`config.mk`:
```
export PLATFORM = sky130hd
export DESIGN_NAME = utf8_text_check_with_pad_end_top_flat
export DESIGN_NICKNAME = d
export VERILOG_FILES = /design/src/design/utf8c_pkg.sv /design/src/design/utf8c_if.sv /design/src/design/utf8_text_check_with_pad_end_top.sv /design/src/design/utf8c_scan.sv /design/src/flat_wrapper.sv
export SDC_FILE = /design/constraint.sdc
export NUM_CORES = 1
export LEC_CHECK = 0
export BUFFER_PORTS_ARGS = -buffer_cell sky130_fd_sc_hd__buf_2
export CAP_MARGIN = 20
export CORE_ASPECT_RATIO = 0.75
export CORE_MARGIN = 8
export CORE_UTILIZATION = 45
export DETAILED_ROUTE_END_ITERATION = 10
export PLACE_DENSITY = 0.73
export SLEW_MARGIN = 40
export SYNTH_ARGS = -nofsm -noshare
export SYNTH_HDL_FRONTEND = slang
export SYNTH_SLANG_ARGS = --single-unit
```
`constraint.sdc`:
```
create_clock -name clk -period 3.5 [get_ports clk]
set_clock_uncertainty 0.1 [all_clocks]
set_input_delay 0.175 -clock clk [delete_from_list [all_inputs] [get_ports clk]]
set_output_delay 0.175 -clock clk [all_outputs]
set_load 0.02 [all_outputs]
```
`src/design/utf8c_pkg.sv`:
```
// shared types and constants for the utf-8 text check block
package utf8c_pkg;

	localparam logic [31:0] MAX_TEXT_LEN_DEF = 32'd65535;
	localparam int unsigned LEN_W = 16;
	localparam logic [LEN_W-1:0] LEN_LIMIT = 16'hFFFF;

	localparam logic [7:0] CONT_MASK  = 8'hC0;
	localparam logic [7:0] CONT_MATCH = 8'h80;
	localparam logic [7:0] PAD_MAX    = 8'h10;
	localparam logic [7:0] CTRL_END   = 8'h20;
	localparam logic [7:0] DEL_CHAR   = 8'h7F;

	typedef struct packed {
		logic [1:0]       pend;
		logic [LEN_W-1:0] pos;
		logic             ended;
		logic             err;
	} scan_state_t;

	typedef struct packed {
		logic             valid_res;
		logic [LEN_W-1:0] text_length;
		logic             padding_seen;
	} scan_res_t;

endpackage

```
`src/design/utf8c_if.sv`:
```
// handshake channels for message bytes and check results
interface utf8c_in_if;
	import utf8c_pkg::*;
	logic       valid;
	logic       ready;
	logic [7:0] data_byte;
	logic       last;

	modport source (output valid, output data_byte, output last, input ready);
	modport sink (input valid, input data_byte, input last, output ready);
	modport mon (input valid, input data_byte, input last, input ready);
endinterface

interface utf8c_out_if;
	import utf8c_pkg::*;
	logic             valid;
	logic             ready;
	logic             valid_res;
	logic [LEN_W-1:0] text_length;
	logic             padding_seen;

	modport source (output valid, output valid_res, output text_length, output padding_seen,
		input ready);
	modport sink (input valid, input valid_res, input text_length, input padding_seen,
		output ready);
	modport mon (input valid, input valid_res, input text_length, input padding_seen,
		input ready);
endinterface

```
`src/design/utf8_text_check_with_pad_end_top.sv`:
```
// Loose UTF-8 text check with padding end, one message byte per transaction.
//
// Channel msg carries data_byte and last; channel res carries valid_res,
// text_length and padding_seen. One result transaction is produced for every
// msg transaction with last set, none for other bytes.
// Each byte is captured in an input register and scanned from there
// by a short block of logic into the scan state and a result register.
// Throughput is one byte per cycle while no last byte stalls; res.valid
// rises once the last byte has passed the input register into the result
// register. The result register sits between the scanner and the receiver,
// so bytes keep flowing while a result waits; only a last byte stalls when
// the result register is still full and res.ready is low.
// Invalid messages report text_length and padding_seen as zero.
// Reset (arst_n low) empties both registers and clears the scan state; the
// state also returns to zero after each last byte, ready for the next message.
module utf8_text_check_with_pad_end_top
	import utf8c_pkg::*;
#(
	parameter logic [31:0] MAX_TEXT_LEN = MAX_TEXT_LEN_DEF
) (
	input logic         clk,
	input logic         arst_n,
	utf8c_in_if.sink    msg,
	utf8c_out_if.source res
);

	logic        valid_s1;
	logic [7:0]  data_s1;
	logic        last_s1;
	scan_state_t st_q;
	scan_state_t st_nxt;
	scan_res_t   scan_res;
	scan_res_t   res_q;
	logic        res_valid_q;
	logic        out_free;
	logic        s1_go;

	assign out_free  = !res_valid_q || res.ready;
	assign s1_go     = valid_s1 && (!last_s1 || out_free);
	assign msg.ready = !valid_s1 || s1_go;

	always_ff @(posedge clk or negedge arst_n) begin
		if (!arst_n) begin
			valid_s1 <= 1'b0;
		end else if (msg.ready) begin
			valid_s1 <= msg.valid;
		end
	end

	always_ff @(posedge clk) begin
		if (msg.ready && msg.valid) begin
			data_s1 <= msg.data_byte;
			last_s1 <= msg.last;
		end
	end

	utf8c_scan #(
		.MAX_TEXT_LEN(MAX_TEXT_LEN)
	) u_scan (
		.st       (st_q),
		.data_byte(data_s1),
		.last     (last_s1),
		.st_nxt   (st_nxt),
		.result   (scan_res)
	);

	always_ff @(posedge clk or negedge arst_n) begin
		if (!arst_n) begin
			st_q <= '0;
		end else if (s1_go) begin
			st_q <= st_nxt;
		end
	end

	always_ff @(posedge clk or negedge arst_n) begin
		if (!arst_n) begin
			res_valid_q <= 1'b0;
		end else if (s1_go && last_s1) begin
			res_valid_q <= 1'b1;
		end else if (res.ready) begin
			res_valid_q <= 1'b0;
		end
	end

	always_ff @(posedge clk) begin
		if (s1_go && last_s1) begin
			res_q <= scan_res;
		end
	end

	assign res.valid        = res_valid_q;
	assign res.valid_res    = res_q.valid_res;
	assign res.text_length  = res_q.text_length;
	assign res.padding_seen = res_q.padding_seen;

endmodule

```
`src/design/utf8c_scan.sv`:
```
// per-byte utf-8 scan: next state and end-of-message result
module utf8c_scan
	import utf8c_pkg::*;
#(
	parameter logic [31:0] MAX_TEXT_LEN = MAX_TEXT_LEN_DEF
) (
	input  scan_state_t st,
	input  logic [7:0]  data_byte,
	input  logic        last,
	output scan_state_t st_nxt,
	output scan_res_t   result
);

	localparam logic [LEN_W-1:0] CountCap =
		(MAX_TEXT_LEN < 32'(LEN_LIMIT)) ? MAX_TEXT_LEN[LEN_W-1:0] : LEN_LIMIT;

	scan_state_t t;
	logic        count;
	logic        fin_err;

	always_comb begin
		t = st;
		count = 1'b0;
		if (!st.err && !st.ended) begin
			if (st.pend != 2'd0) begin
				if ((data_byte & CONT_MASK) != CONT_MATCH) begin
					t.err = 1'b1;
				end else begin
					t.pend = st.pend - 2'd1;
					count = 1'b1;
				end
			end else if (!data_byte[7]) begin
				// low control byte marks where padding starts
				if (data_byte <= PAD_MAX) begin
					t.ended = 1'b1;
				end else if (data_byte < CTRL_END || data_byte == DEL_CHAR) begin
					t.err = 1'b1;
				end else begin
					count = 1'b1;
				end
			end else begin
				// loose lead rule, bit 6 not looked at
				if (!data_byte[5]) begin
					t.pend = 2'd1;
				end else if (!data_byte[4]) begin
					t.pend = 2'd2;
				end else begin
					t.pend = 2'd3;
				end
				count = 1'b1;
			end
		end
		if (count && t.pos < CountCap) begin
			t.pos = t.pos + LEN_W'(1);
		end

		fin_err = t.err || (!t.ended && t.pend != 2'd0);
		result.valid_res    = !fin_err;
		result.text_length  = fin_err ? '0 : t.pos;
		result.padding_seen = !fin_err && t.ended;

		st_nxt = last ? '0 : t;
	end

endmodule

```
`src/flat_wrapper.sv`:
```
// flat-port wrapper written by rule: the top's interface ports become plain ports
module utf8_text_check_with_pad_end_top_flat import utf8c_pkg::*;
#(
	parameter logic [31:0] MAX_TEXT_LEN = MAX_TEXT_LEN_DEF
)
  (clk, arst_n, msg_valid, msg_data_byte, msg_last, msg_ready, res_valid, res_valid_res, res_text_length, res_padding_seen, res_ready);
  utf8c_in_if msg_i ();
  utf8c_out_if res_i ();
  input logic clk;
  input logic arst_n;
  input wire logic [$bits(msg_i.valid)-1:0] msg_valid;
  input wire logic [$bits(msg_i.data_byte)-1:0] msg_data_byte;
  input wire logic [$bits(msg_i.last)-1:0] msg_last;
  output wire logic [$bits(msg_i.ready)-1:0] msg_ready;
  output wire logic [$bits(res_i.valid)-1:0] res_valid;
  output wire logic [$bits(res_i.valid_res)-1:0] res_valid_res;
  output wire logic [$bits(res_i.text_length)-1:0] res_text_length;
  output wire logic [$bits(res_i.padding_seen)-1:0] res_padding_seen;
  input wire logic [$bits(res_i.ready)-1:0] res_ready;
  assign msg_i.valid = msg_valid;
  assign msg_i.data_byte = msg_data_byte;
  assign msg_i.last = msg_last;
  assign msg_ready = msg_i.ready;
  assign res_valid = res_i.valid;
  assign res_valid_res = res_i.valid_res;
  assign res_text_length = res_i.text_length;
  assign res_padding_seen = res_i.padding_seen;
  assign res_i.ready = res_ready;
  utf8_text_check_with_pad_end_top #(.MAX_TEXT_LEN(MAX_TEXT_LEN)) u_core (.clk(clk), .arst_n(arst_n), .msg(msg_i), .res(res_i));
endmodule
```
==> summary.md <==
| Metric | Value |
|---|---|
| Outcome | finished clean |
| Latest clock arrival within the worst-skew pair | approximately 0.3 ns |
| Leakage power | roughly 0.0011 uW |
| Max-slew violation total from the final report | 0 |
| Worst voltage drop across the vdd grid | 271 uV |
| Vias in the first global route | between 2000 and 2500 |
| Startpoint type of the worst setup path | flip-flop |
| Final routed wirelength across all metal layers | around 6000 um |
| # rows | 24 |
| Wire length of the first global-routing pass | 10300 um |
| Hold Crit Class | primary input to async pin |
| Starting density of the core | approximately 46% |
| Fraction of registers with async set or reset after synthesis | about 45% |
| Slew of the pin with the lowest slew margin | 0.722 ns |
| Total inserted antenna cells | 0 |
| Post-route setup TNS | 0 ns |
| Post-synthesis instance area | ~2600 um2 |
| Fill cell count | a little over 500 |
| Input/output buffers | 32 |
| Total nets after synthesis | between 200 and 300 |
| Grt total ovfl | 0 |
| Mapped Avg Cell Area | 9.90 um2 |
| Net Sw Power | around 590 uW |
| DRC violation count after routing | 0 |
| Internal Pwr Total | approximately 1200 uW |
| Clock-pin transition on the worst setup and hold timing paths | 0.10 ns |
| Die area | between 8000 and 9000 um2 |
| Post-layout net count | roughly 320 |
| Reg2reg end | u_core.res.text_length[9]$_SDFFCE_PP0P_ |
| Worst-case register-to-register setup slack | approximately 0.90 ns |
| Most common cell after layout, fill and taps aside | sky130_fd_sc_hd__buf_2 |
| Number of cells traversed by the worst register-to-register path | 7 |
| Max Buffers Root-to-Sink | 2 |
| Start point of the critical path | u_core.st_q[18]$_DFFE_PN0P_ |
| Design area | ~3100 um2 |
| Commonest cells after routing, fill and taps aside | sky130_fd_sc_hd__buf_2, sky130_fd_sc_hd__edfxtp_1, sky130_fd_sc_hd__o21ai_0, sky130_fd_sc_hd__a21oi_1, sky130_fd_sc_hd__dfrtp_1 |
| Flop and latch count out of synthesis | between 40 and 50 |
| Count of flip-flops with a built-in enable after synthesis | 27 |
| Fraction of synthesized cell area taken by the top area cell type | between 30% and 40% |
| Total GRT Usage | 14.7% |
| Most used flip-flop cell after synthesis | sky130_fd_sc_hd__edfxtp_1 |
| Critical path required time | around 3.6 ns |
| Library cell with the largest summed area after synthesis | sky130_fd_sc_hd__edfxtp_1 |
| Seq/Total Area, Yosys | between 50% and 60% |
| Hold-fix buffers, CTS | 12 |
| Ports | 33 |
| Number of hold violations in the final report | 0 |
| Count of mapped cells out of synthesis | ~260 |
| Period Utilization, post-route | between 70 and 80% |
| H-tree level count | 2 |
| Number of nets still failing antenna checks after routing | 0 |
| Setup WS pre-CTS | slightly below 1 ns |
| Final setup margin | between 0.9 and 1 ns |
| Number of antenna violations at the first check in global routing | 0 |
| Share of post-route cells with drive strength above 1 | between 10% and 20% |
| Setup repair after global routing missed its margin | no |
| Average routed wire per standard cell | ~16 um |
| Placeable Area | between 5000 and 6000 um2 |
| Placement Cell Area | ~2800 um2 |
| Sinks on Clock Net | 49 |
| Category of the most critical setup path | flip-flop to flip-flop |
| Proportion of power drawn by the clock network | approximately 28% |
| F_max | approximately 390 MHz |
| Post-detailed-placement half-perimeter wirelength | between 4000 and 5000 um |
| Drt pass-1 iters | 5 |
| Switching share of total power | between 30 and 40% |
| Area growth from synthesis to layout | 18.6% |
| Final standard cell utilization of the core | approximately 54% |
| Share of total power in combinational logic | between 20% and 30% |
| Number of design-rule violations left by the first detailed-router iteration | 140 |
| Max Cap Violations | 0 |
| Number of gates resized after cts | 0 |
| Count of yosys warnings during synthesis | 0 |
| Critical-path maximum fanout | 43 |
| Unique masters post-synth | 46 |
| Final Instance Count excl. Fillers | approximately 380 |
| Power density relative to cell area | ~560 nW/um2 |
| Launch point of the worst reg-to-reg path | u_core.st_q[18]$_DFFE_PN0P_ |
| Postcts setup bufs | 0 |
| Clock root buffer | sky130_fd_sc_hd__clkbuf_8 |
| Clock tree from TritonCTS | yes |
| Sequential power share | 47.0% |
| Vias/cell | a little over 6 |
| Vertical die dimension | 82.0 um |
| Die Width | between 100 and 150 um |
| Worst setup EP type | flip-flop |
| Post-layout minimum cycle time | 2.60 ns |
| Last weighted congestion value of the routability-driven placer | 0.850 |
| Routed via count | between 2000 and 2500 |
| Number of endpoints failing setup at the final stage | 0 |
| Largest net degree at the start of global routing | 44 |
| Inserted Clock Buffers | 5 |
| Largest cells by area after synthesis | sky130_fd_sc_hd__edfxtp_1, sky130_fd_sc_hd__dfrtp_1, sky130_fd_sc_hd__o21ai_0 |
| Placed cell count | ~360 |
| Worst rel slew slack | 51.4% |
| Arrival time at the worst endpoint | ~2.7 ns |
cell type report:
cell class	count	area [um2]	share of cell area (%)
repair buffers	46	295	9.53
inverters	10	37.5	1.21
well taps	78	97.6	3.15
clock inverters	3	68.8	2.22
multi-input cells	192	1170	37.7
clock buffers	5	68.8	2.22
flip-flops and latches	49	1360	43.9
power groups by stage:
stage / combinational [uW] / sequential, uW / clock [uW]
2_1_floorplan: 311 / 816 / 0
3_3_place_gp: 409 / 823 / 0
3_5_place_dp: 422 / 827 / 0
4_1_cts: 434 / 815 / 490
5_1_grt: 488 / 839 / 517
6_report: 436 / 818 / 486
critical path, cell delays in order, from the launching register on:
cell	delay, ns
sky130_fd_sc_hd__dfrtp_1	0.39
sky130_fd_sc_hd__inv_1	0.05
sky130_fd_sc_hd__ha_1	0.27
sky130_fd_sc_hd__inv_1	0.10
sky130_fd_sc_hd__nor2_1	0.09
sky130_fd_sc_hd__a2111o_2	0.71
sky130_fd_sc_hd__or4_1	0.59
sky130_fd_sc_hd__a21oi_1	0.15
layer usage:
layer | GRT usage [%] | vias up | wire length (um)
met3 | 4.08 | 8 | 366
met1 | 18.5 | 1124 | 2850
met2 | 24.6 | 73 | 2710
met4 | 4.46 | 0 | 73
li1 | - | 1113 | -
met5 | 0 | - | 0
cells in the mapped netlist, drive strengths merged (2+ instances only):
library cell   n
nand4b         2
or3           15
and2           3
o211ai         2
nand3          8
and3           3
o22ai          2
nor3           9
o31ai          2
nand4          7
o21ai         26
dfrtp         22
and4           2
nand2         18
edfxtp        27
a21oi         22
ha             2
buf            4
nor2          13
or4            4
clkbuf         9
a31oi         16
nor4           2
nand3b         4
o41ai          2
a41oi          5
or2            2
inv           10
nor4b          3
or3b           2
nand2b         2
nor2b          3
a211o          2
kinds of logic (layout without fill, tap and decap cells):
family                   Yosys count  after routing  synth area share, %
AO/OA/AOI/OAI                     88             88                 21.1
AND/OR/NAND/NOR                  102            102                 22.3
flip-flops                        49             49                 52.1
adder cells (fa/ha/maj)            2              2                0.958
buffers and inverters             23             64                 3.50
how the worst max path moves through the flow:
stage	endpoint	depth (start not counted)
3_3_place_gp	u_core.res.text_length[9]$_SDFFCE_PP0P_	7
2_1_floorplan	u_core.res.text_length[9]$_SDFFCE_PP0P_	9
3_5_place_dp	u_core.res.text_length[9]$_SDFFCE_PP0P_	7
4_1_cts	u_core.res.text_length[9]$_SDFFCE_PP0P_	7
5_1_grt	u_core.res.text_length[9]$_SDFFCE_PP0P_	7
6_report	u_core.res.text_length[9]$_SDFFCE_PP0P_	7
state kept, by name, summed over array words and instances, names as in the netlist:
signal / flops
u_core.st_q: 20
u_core.res.padding_seen: 1
u_core.valid_s1: 1
u_core.last_s1: 1
u_core.res.valid_res: 1
u_core.res.text_length: 16
u_core.res.valid: 1
u_core.data_s1: 8
stage by stage:
step	hold WS, ns	total power [uW]
4_1_cts	0.301	1740
3_3_place_gp	0.0814	1230
6_report	0.281	1740
3_5_place_dp	0.0860	1250
2_1_floorplan	-0.221	1130
5_1_grt	0.310	1840
Power figures use the tool's default switching activity.
